[src/rtl/ppsch_pkg.sv]
package ppsch_pkg;

  localparam int TIME_W = 16;
  localparam int PRI_W  = 8;
  localparam int SLOT_W = 4;
  localparam int DONE_W = 5;

  localparam logic [TIME_W-1:0] TIME_MAX  = '1;
  localparam logic [DONE_W-1:0] COUNT_MAX = '1;

  localparam logic FUNC_LOAD = 1'b0;
  localparam logic FUNC_TICK = 1'b1;

  typedef enum logic [2:0] {
    ST_IDLE,
    ST_SCAN,
    ST_EXEC,
    ST_WAIT,
    ST_PUT
  } state_t;

  typedef struct packed {
    logic              found;
    logic [PRI_W-1:0]  pri;
    logic [TIME_W-1:0] arrival;
    logic [TIME_W-1:0] burst;
    logic [TIME_W-1:0] rem;
  } cand_t;

  typedef struct packed {
    logic              load;
    logic [SLOT_W-1:0] slot;
    logic [TIME_W-1:0] arrival;
    logic [TIME_W-1:0] burst;
    logic [PRI_W-1:0]  pri;
  } load_t;

endpackage

[src/rtl/ppsch_cell.sv]
module ppsch_cell import ppsch_pkg::*; #(
  parameter int IDX_W = 4,
  parameter int INDEX = 0
) (
  input  logic              clk,
  input  logic              rst,
  input  load_t             ld,
  input  logic              dec,
  input  logic [IDX_W-1:0]  dec_idx,
  input  logic [TIME_W-1:0] now,
  input  cand_t             cand_in,
  input  logic [IDX_W-1:0]  idx_in,
  output cand_t             cand_out,
  output logic [IDX_W-1:0]  idx_out
);

  logic [TIME_W-1:0] arrival;
  logic [TIME_W-1:0] burst;
  logic [TIME_W-1:0] rem;
  logic [PRI_W-1:0]  pri;
  logic              hit_load;
  logic              eligible;
  logic              take;
  cand_t             own;

  assign hit_load = ld.load && ({{(32-SLOT_W){1'b0}}, ld.slot} == 32'(INDEX));
  assign eligible = (rem != '0) && (arrival <= now);
  assign take     = eligible && (!cand_in.found || (pri < cand_in.pri));

  always_comb begin
    own.found   = 1'b1;
    own.pri     = pri;
    own.arrival = arrival;
    own.burst   = burst;
    own.rem     = rem;
  end

  always_ff @(posedge clk) begin
    if (hit_load) begin
      arrival <= ld.arrival;
      burst   <= ld.burst;
      pri     <= ld.pri;
    end
  end

  always_ff @(posedge clk) begin
    if (rst) begin
      rem <= '0;
    end else if (hit_load) begin
      rem <= ld.burst;
    end else if (dec && (dec_idx == IDX_W'(INDEX))) begin
      rem <= rem - TIME_W'(1);
    end
  end

  always_ff @(posedge clk) begin
    cand_out <= take ? own : cand_in;
    idx_out  <= take ? IDX_W'(INDEX) : idx_in;
  end

endmodule

[src/rtl/preemptive_priority_scheduler.sv]
// Load request: goes IDLE -> PUT; result registered in PUT once the output is free, then IDLE.
// Tick request: goes IDLE -> SCAN -> EXEC -> WAIT -> PUT, the candidate walking the row of slot
//   cells during SCAN; no new request is taken until the result is registered in PUT.
// A new request is taken while the previous result still waits at the output.
// Synchronous reset empties all slots and clears time, completion count and process_count.
module preemptive_priority_scheduler import ppsch_pkg::*; #(
  parameter int MAX_PROCESSES = 16
) (
  input  logic              clk,
  input  logic              rst,
  input  logic              in_valid,
  output logic              in_stall,
  input  logic              func,
  input  logic [SLOT_W-1:0] slot_index,
  input  logic [TIME_W-1:0] arrival,
  input  logic [TIME_W-1:0] burst,
  input  logic [PRI_W-1:0]  priority_req,
  output logic              out_valid,
  input  logic              out_stall,
  output logic              ran,
  output logic [SLOT_W-1:0] ran_index,
  output logic              finished,
  output logic [TIME_W-1:0] wait_time,
  output logic [TIME_W-1:0] turnaround,
  output logic [TIME_W-1:0] tick_time,
  output logic              all_done,
  input  logic              cfg_wr_en,
  input  logic [DONE_W-1:0] cfg_wr_data
);

  localparam int IDX_W = (MAX_PROCESSES > 1) ? $clog2(MAX_PROCESSES) : 1;

  state_t            state;
  state_t            state_next;
  logic [IDX_W-1:0]  cnt;
  logic [TIME_W-1:0] cur_time;
  logic [DONE_W-1:0] done_cnt;
  logic [DONE_W-1:0] pcount;

  logic              r_ran;
  logic [SLOT_W-1:0] r_idx;
  logic              r_fin;
  logic [TIME_W-1:0] r_tat;
  logic [TIME_W-1:0] r_wait;
  logic [TIME_W-1:0] r_burst;
  logic [TIME_W-1:0] r_tick;

  cand_t             chain_c [MAX_PROCESSES+1];
  logic [IDX_W-1:0]  chain_i [MAX_PROCESSES+1];
  cand_t             win;
  logic [IDX_W-1:0]  win_idx;
  logic [31:0]       win_idx_ext;
  load_t             ld;
  logic              accept;
  logic              dec;
  logic              win_fin;
  logic [TIME_W-1:0] fin_time;
  logic              out_free;

  assign accept      = in_valid && !in_stall;
  assign win         = chain_c[MAX_PROCESSES];
  assign win_idx     = chain_i[MAX_PROCESSES];
  assign win_idx_ext = 32'(win_idx);
  assign win_fin     = win.found && (win.rem == TIME_W'(1));
  assign fin_time    = (cur_time < TIME_MAX) ? cur_time + TIME_W'(1) : TIME_MAX;
  assign dec         = (state == ST_EXEC) && win.found;
  assign out_free    = !out_valid || !out_stall;

  always_comb begin
    ld.load    = accept && (func == FUNC_LOAD);
    ld.slot    = slot_index;
    ld.arrival = arrival;
    ld.burst   = burst;
    ld.pri     = priority_req;
  end

  assign chain_c[0] = '0;
  assign chain_i[0] = '0;

  for (genvar g = 0; g < MAX_PROCESSES; g++) begin : g_cell
    ppsch_cell #(
      .IDX_W (IDX_W),
      .INDEX (g)
    ) u_cell (
      .clk      (clk),
      .rst      (rst),
      .ld       (ld),
      .dec      (dec),
      .dec_idx  (win_idx),
      .now      (cur_time),
      .cand_in  (chain_c[g]),
      .idx_in   (chain_i[g]),
      .cand_out (chain_c[g+1]),
      .idx_out  (chain_i[g+1])
    );
  end

  always_comb begin
    state_next = state;
    in_stall   = (state != ST_IDLE);
    case (state)
      ST_IDLE: begin
        if (in_valid) begin
          state_next = (func == FUNC_TICK) ? ST_SCAN : ST_PUT;
        end
      end
      ST_SCAN: begin
        if (cnt == IDX_W'(MAX_PROCESSES - 1)) begin
          state_next = ST_EXEC;
        end
      end
      ST_EXEC: state_next = ST_WAIT;
      ST_WAIT: state_next = ST_PUT;
      ST_PUT: begin
        if (out_free) begin
          state_next = ST_IDLE;
        end
      end
      default: state_next = ST_IDLE;
    endcase
  end

  always_ff @(posedge clk) begin
    if (rst) begin
      state <= ST_IDLE;
    end else begin
      state <= state_next;
    end
  end

  always_ff @(posedge clk) begin
    if (rst) begin
      cnt       <= '0;
      cur_time  <= '0;
      done_cnt  <= '0;
      pcount    <= '0;
      out_valid <= 1'b0;
    end else begin
      if (cfg_wr_en) begin
        pcount <= cfg_wr_data;
      end
      if (state == ST_SCAN) begin
        cnt <= cnt + IDX_W'(1);
      end else begin
        cnt <= '0;
      end
      if (state == ST_EXEC) begin
        if (cur_time < TIME_MAX) begin
          cur_time <= cur_time + TIME_W'(1);
        end
        if (win_fin && (done_cnt < COUNT_MAX)) begin
          done_cnt <= done_cnt + DONE_W'(1);
        end
      end
      if (state == ST_PUT && out_free) begin
        out_valid <= 1'b1;
      end else if (!out_stall) begin
        out_valid <= 1'b0;
      end
    end
  end

  always_ff @(posedge clk) begin
    case (state)
      ST_IDLE: begin
        r_ran  <= 1'b0;
        r_idx  <= '0;
        r_fin  <= 1'b0;
        r_tat  <= '0;
        r_wait <= '0;
        r_tick <= cur_time;
      end
      ST_EXEC: begin
        r_ran   <= win.found;
        r_idx   <= win.found ? win_idx_ext[SLOT_W-1:0] : '0;
        r_fin   <= win_fin;
        r_tat   <= win_fin ? fin_time - win.arrival : '0;
        r_burst <= win.burst;
        r_tick  <= cur_time;
      end
      ST_WAIT: begin
        r_wait <= (r_fin && (r_tat >= r_burst)) ? r_tat - r_burst : '0;
      end
      default: begin
      end
    endcase
  end

  always_ff @(posedge clk) begin
    if (state == ST_PUT && out_free) begin
      ran        <= r_ran;
      ran_index  <= r_idx;
      finished   <= r_fin;
      wait_time  <= r_wait;
      turnaround <= r_tat;
      tick_time  <= r_tick;
      all_done   <= (done_cnt >= pcount);
    end
  end

endmodule

[config.mk]
export PLATFORM = sky130hd
export DESIGN_NAME = preemptive_priority_scheduler
export DESIGN_NICKNAME = d
export VERILOG_FILES = /design/src/rtl/ppsch_pkg.sv /design/src/rtl/ppsch_cell.sv /design/src/rtl/preemptive_priority_scheduler.sv
export SDC_FILE = /design/constraint.sdc
export NUM_CORES = 2
export LEC_CHECK = 0
export ABC_AREA = 1
export BUFFER_PORTS_ARGS = -buffer_cell sky130_fd_sc_hd__buf_4
export CAP_MARGIN = 10
export CORE_ASPECT_RATIO = 0.75
export CORE_MARGIN = 3
export CORE_UTILIZATION = 45
export DETAILED_ROUTE_END_ITERATION = 6
export GPL_ROUTABILITY_DRIVEN = 0
export SLEW_MARGIN = 25
export SYNTH_ARGS = -nofsm -noshare
export SYNTH_HDL_FRONTEND = slang
export SYNTH_SLANG_ARGS = --single-unit
[constraint.sdc]
create_clock -name clk -period 4.45 [get_ports clk]
set_input_delay 0 -clock clk [delete_from_list [all_inputs] [get_ports clk]]
set_output_delay 0 -clock clk [all_outputs]
set_load 0.05 [all_outputs]
=== Yosys cells after proc, flatten, opt, wreduce, memory -nomap -nowiden ===
Index checks and enable logic that the tools add are counted.
W data, S select, Z words.

* Register bits: 2008
* Input port bits: 55
* Output and inout bits: 57
* Logic and storage cells: 486

* Add/subtract/negate cells: 21
* Magnitude comparators: 35
* Equality and inequality tests: 40
* Muxes and demuxes: 63
* Bitwise operators: 2
* Reductions and logical operators: 147

{| class="wikitable"
|+ Operator list
! cell !! count
|-
| $mux W56 || 14
|-
| $mux W16 || 35
|-
| $le A16 B16 Y1 || 16
|-
| $reduce_bool A16 Y1 || 16
|-
| $sub A16 B1 Y16 const B || 16
|-
| $lt A8 B8 Y1 || 15
|-
| $logic_and A1 B1 Y1 || 70
|-
| $eq A4 B4 Y1 const B || 17
|-
| $pmux W16 S2 || 2
|-
| $mux W48 || 1
|-
| $reduce_bool A2 Y1 || 18
|-
| $eq A4 B3 Y1 const B || 8
|-
| $sub A16 B16 Y16 || 2
|-
| $logic_not A1 Y1 || 18
|-
| $add A16 B1 Y16 const B || 1
|-
| $eq A16 B1 Y1 const B || 1
|-
| $eq A4 B2 Y1 const B || 4
|-
| $ge A16 B16 Y1 || 1
|-
| $logic_or A1 B1 Y1 || 16
|-
| $lt A16 B16 Y1 const B || 1
|-
| $pmux W3 S5 || 1
|-
| $mux W3 || 4
|-
| $eq A4 B1 Y1 const B || 2
|-
| $logic_not A4 Y1 || 2
|-
| 19 further kinds || 27
|}

=== Depth between registers and ports, before layout ===
* Depth after elaboration: 6
* Gate-level depth with buffers: 19

=== By module ===
From an unflattened synthesis, not the netlist that was laid out.

* Cells, all modules: 10014
* Area, all modules: 89295.6 um2

{| class="wikitable"
|+ Modules (own cells, without submodules)
! module !! times used !! cells an instance !! area each (um2)
|-
| ppsch_cell at g_cell[10].u_cell ... || 3 || 574 || 5069.9
|-
| ppsch_cell at g_cell[1].u_cell ... || 2 || 578 || 5111.2
|-
| ppsch_cell at g_cell[13].u_cell ... || 2 || 577 || 5098.6
|-
| preemptive_priority_scheduler || 1 || 793 || 7737.4
|-
| ppsch_cell at g_cell[7].u_cell || 1 || 577 || 5195.0
|-
| ppsch_cell at g_cell[4].u_cell || 1 || 574 || 5127.4
|-
| ppsch_cell at g_cell[15].u_cell || 1 || 579 || 5122.4
|-
| ppsch_cell at g_cell[0].u_cell || 1 || 576 || 5116.2
|-
| ppsch_cell at g_cell[9].u_cell || 1 || 583 || 5113.7
|-
| ppsch_cell at g_cell[3].u_cell || 1 || 578 || 5103.6
|-
| ppsch_cell at g_cell[8].u_cell || 1 || 578 || 5066.1
|-
| ppsch_cell at g_cell[12].u_cell || 1 || 572 || 5056.1
|-
| ppsch_cell at g_cell[11].u_cell || 1 || 572 || 5028.6
|}

=== Worst setup path after synthesis ===
OpenSTA, ideal clock, no wires.

* Path type: reg2reg
* Start: register state[0]
* End: register g_cell[11].u_cell.rem[7]
* Library setup time: 0.121 ns
* Arrival: 3.769 ns
* Data required time: 4.329 ns
* Slack: 0.560 ns
* Stages on the path, launching flop included: 9
* Path buffers: 0
* Cell sequence: dfxtp_1 nor2_4 nand3_1 nor3_1 inv_1 nor2_1 inv_1 o21ai_0 a21oi_1

* Word-level cells in the longest chain between the ends: 6

{| class="wikitable"
|+ RTL lines
! item !! line !! source
|-
| start, declared || preemptive_priority_scheduler.sv:33 || <nowiki>state_t state;</nowiki>
|-
| start signal, assigned || preemptive_priority_scheduler.sv:127 || <nowiki>state <= state_next;</nowiki>
|-
| $reduce_bool A3 Y1 * || preemptive_priority_scheduler.sv:100 || <nowiki>in_stall = (state != ST_IDLE);</nowiki>
|-
| $logic_not A1 Y1 * || preemptive_priority_scheduler.sv:60 || <nowiki>assign accept = in_valid && !in_stall;</nowiki>
|-
| $logic_and A1 B1 Y1 * || preemptive_priority_scheduler.sv:60 ||
|-
| $logic_and A1 B1 Y1 * || preemptive_priority_scheduler.sv:70 || <nowiki>ld.load = accept && (func == FUNC_LOAD);</nowiki>
|-
| $logic_and A1 B1 Y1 * || ppsch_cell.sv:26 || <nowiki>assign hit_load = ld.load && ({{(32-SLOT_W){1'b0}}, ld.slot} == 32'(INDEX));</nowiki>
|-
| named net g_cell[11].u_cell.hit_load || ppsch_cell.sv:21 || <nowiki>logic hit_load;</nowiki>
|-
| $mux W16 or $reduce_bool A2 Y1 (tied branches) || - ||
|-
| end signal, assigned || ppsch_cell.sv:50 || <nowiki>rem <= ld.burst;</nowiki>
|-
| end signal, assigned || ppsch_cell.sv:52 || <nowiki>rem <= rem - TIME_W'(1);</nowiki>
|-
| end, declared || ppsch_cell.sv:19 || <nowiki>logic [TIME_W-1:0] rem;</nowiki>
|}

Mark *: on every way through the listed nets, which the timed path passes. The rest lies on a longest branch.
A chain may end at the register's enable or synchronous reset.

=== Worst setup path after layout ===
* Start: register state[1]
* End: register g_cell[3].u_cell.pri[2] (enable)

* Word-level cells in the longest chain between the ends: 5

{| class="wikitable"
|+ RTL lines
! item !! line !! source
|-
| $reduce_bool A3 Y1 || preemptive_priority_scheduler.sv:100 ||
|-
| $logic_not A1 Y1 || preemptive_priority_scheduler.sv:60 ||
|-
| $logic_and A1 B1 Y1 || preemptive_priority_scheduler.sv:60 ||
|-
| $logic_and A1 B1 Y1 || preemptive_priority_scheduler.sv:70 ||
|-
| $logic_and A1 B1 Y1 || ppsch_cell.sv:26 ||
|-
| named net g_cell[3].u_cell.hit_load || ppsch_cell.sv:21 ||
|-
| end signal, assigned || ppsch_cell.sv:42 || <nowiki>pri <= ld.pri;</nowiki>
|-
| end, declared || ppsch_cell.sv:20 || <nowiki>logic [PRI_W-1:0] pri;</nowiki>
|}

The timed path passes the listed nets, and every way through them passes these cells.

==> summary.md <==
| Metric | Value |
|---|---|
| Layout fillers | `17100` |
| Die Width | `approximately 510 um` |
| Top_reg_cell synth | `dfxtp_1` |
| Grt ovf | `0` |
| CP Max Fanout | `22` |
| FP Rows | `137` |
| Fmax | `284 MHz` |
| Violation count after the first detailed-route iteration | `6695` |
| Worst-Margin Slew | `1150 ps` |
| # port buffers | `~110` |
| Setup_tns | `0 ps` |
| Htree depth | `4` |
| CP Launch Type | `flip-flop` |
| Critical path type | `flip-flop to flip-flop` |
| Cell area after layout | `95800 um^2` |
| Status | `complete, but fails checks` |
| WP data required | `~5000 ps` |
| Final ANT Viol Nets | `0` |
| DR WL/cell | `~19 um` |
| Synthesized area | `between 80000 and 90000 um^2` |
| CTS sink cnt | `around 2000` |
| Tot GR Track Use | `23.1%` |
| Failing checks | `DRC` |
| Share of cells above drive strength 1 | `between 6 and 7%` |
| Max-slew violations | `0` |
| VDD IR max | `0.000463 V` |
| # setup viols final | `0` |
| Total routed wirelength | `230 mm` |
| Die area | `just under 200000 um^2` |
| Antenna violations before repair | `4` |
| Worst-skew pair later-pin latency | `830 ps` |
| Max Cap Viol | `0` |
| Power Density | `between 400 and 500 nW/um^2` |
| Distinct cell type count after synthesis | `47` |
| Synth Net Count | `10100` |
| CTS buffer count | `188` |
| CTS tree | `yes` |
| DRC Markers | `2` |
| Fin crit share | `between 70% and 80%` |
| Max_slew headroom | `23.6%` |
| Worst EP arrival | `slightly above 4000 ps` |
| Die H | `383 um` |
| Clock Tree Root | `clkbuf_16` |
| Final hold vios | `0` |
| CP endpoint kind | `flip-flop` |
| Synth top area cells | `dfxtp_1, edfxtp_1, nand2_1, nand4_1, ha_1` |
| Clk buf depth | `3` |
| DR vias | `65700` |
| Total Power | `roughly 48 mW` |
| Starting Density | `between 40% and 50%` |
| Largest net degree at the start of global routing | `98` |
| Seq/Total Area, Yosys | `a little under three fifths` |
| Core Box Area | `187000 um^2` |
| Placed Area | `88700 um^2` |
| Static leakage | `42.4 nW` |
| Cell taking the most area after synthesis | `dfxtp_1` |
| Syn Inst Count | `9595` |
| CTS clk-pin slew, worst paths | `60 ps` |
| RSZ-0062 raised after global routing | `no` |
| Vias in the first global route | `61400` |
| HP Class | `input port to flip-flop` |
| #FFs+latches synth | `about 2000` |
| DPL Wire Length | `between 150 and 200 mm` |
| Via density | `5.32` |
| Post-synth EDFFs | `approximately 770` |
| Synth-to-Final Area Change | `12.3%` |
| Worst Skew | `31.8 ps` |
| Synth Warn # | `0` |
| Tmin final | `3530 ps` |
| Async set-reset flop share out of synthesis | `0%` |
| Pre-antenna DRT Iters | `7` |
| Area share of the largest cell type after synthesis | `29.2%` |
| First-pass GRT wire length | `about 360 mm` |
| # nets final | `10100` |
| IO Count | `112` |
| Resized Gates After CTS | `0` |
| Syn Area/Cell | `8.89 um^2` |
-- worst max-delay path: stages (launching register included) --
cell	delay [ps]
dfxtp_1	350
nor2_1	160
nand3_1	450
nor3_1	970
nand2_1	320
clkinv_1	580
buf_4	330
-- power breakdown --
group / internal [mW] / switching, mW / leakage (nW) / total, mW
Combinational: 2.53 / 6.16 / 22.2 / 8.69
Clock: 9.31 / 7.01 / 3.09 / 16.3
Sequential: 21.8 / 1.04 / 17.1 / 22.8
-- synth_stat cells, drive strengths merged (4+ instances only) --
library cell  count
ha              416
xnor2            32
o22ai            20
a21o             19
xor2            135
a21boi            4
buf             272
o21ai           194
o21a             20
a31oi            44
a22oi             4
or2               9
nor3             65
clkbuf          184
a21oi           313
nor2            635
inv             868
o211ai           59
nand2          3098
dfxtp          1243
nand4           872
edfxtp          765
nor4              4
nand3           290
nand3b           10
o21bai           10
-- registers in the layout, summed over array words and instances, names as in the netlist, 49 cells and up --
signal and count:
g_cell.u_cell.cand_out 904, g_cell.u_cell.arrival 256, g_cell.u_cell.pri 128, g_cell.u_cell.idx_out 49
g_cell.u_cell.burst 256, g_cell.u_cell.rem 256
-- layer usage --
layer	up-vias	wire length (um)	global-route usage, %
met1	30700	111000	35.5
met3	366	19300	4.05
met5	-	121	0.446
met4	2	5930	6.52
met2	2524	93100	33.0
li1	32100	-	-
-- cell families (layout without fill, tap and decap cells) --
logic type                 Yosys count  in the layout  synth area share [%]
adders and majority gates          418            418                  6.15
and+or+nand+nor                   4985           4985                  25.3
other                                0              5                     0
buffers and inverters             1326           1564                  6.18
xor gates and xnor gates           167            167                  1.72
DFF                               2008           2008                  56.1
AOI/OAI and AO/OA                  691            691                  4.50
-- worst paths after layout --
path | start | end | slack, ps | depth (start not counted)
max | state[1] | g_cell[3].u_cell.pri[2] | 920 | 6
min | arrival[3] | g_cell[1].u_cell.arrival[3] | 130 | 2
max reg2reg | state[1] | g_cell[3].u_cell.pri[2] | 920 | 6
min reg2reg | g_cell[15].u_cell.cand_out[19] | r_burst[3] | 400 | 0
-- layout by cell type, fill, tap and decap left out, types with 10 or more instances in the layout --
| cell type | count |
|---|---|
| xnor2_1 | 32 |
| dfxtp_1 | 1243 |
| inv_2 | 25 |
| o22ai_1 | 20 |
| o21ai_0 | 175 |
| nor3_1 | 63 |
| o21ai_1 | 19 |
| inv_6 | 10 |
| nand3_1 | 261 |
| ha_1 | 416 |
| clkbuf_1 | 50 |
| buf_4 | 249 |
| nand3b_1 | 10 |
| a31oi_1 | 44 |
| nand2_1 | 3063 |
| a21oi_1 | 313 |
| nand2_2 | 34 |
| bufinv_16 | 16 |
| inv_1 | 841 |
| edfxtp_1 | 765 |
| clkbuf_8 | 24 |
| nand3_2 | 28 |
| clkinv_2 | 30 |
| o211ai_1 | 59 |
| nor2_4 | 14 |
| o21a_1 | 20 |
| nor2_1 | 601 |
| o21bai_1 | 10 |
| clkbuf_16 | 192 |
| xor2_1 | 135 |
| a21o_1 | 19 |
| clkinv_1 | 24 |
| nor2_2 | 19 |
| dlygate4sd3_1 | 81 |
| nand4_1 | 872 |
-- final cells by class --
type                    instances  area [um^2]  share of cell area [%]
clock buffers                 266         5320                    5.56
multi-input cells            6261        32400                    33.8
diodes                          5         12.5                  0.0131
inverters                     870         3270                    3.41
flip-flops and latches       2008        47900                    50.0
clock inverters                90          963                    1.01
repair buffers                338         2840                    2.97
well taps                    2502         3130                    3.27
-- per-stage QoR --
| step | hold slack, ps | util [%] | setup slack, ps | instances |
|---|---|---|---|---|
| after floorplan | 91.5 | - | 560 | 9595 |
| after global placement | 232 | 47.4 | 1140 | 11900 |
| final | 128 | 51.2 | 923 | 12300 |
| after global routing | 112 | 51.2 | 543 | 12300 |
| after CTS | 57.6 | 51.2 | 1080 | 12300 |
| after detailed placement | 241 | 47.4 | 1120 | 11900 |
-- repair_timing --
action	in CTS	in global routing
endpoints found under the hold margin	900	0
setup buffers	0	0
hold buffers	81	0
Note: power is estimated with default switching activity, not from simulation.
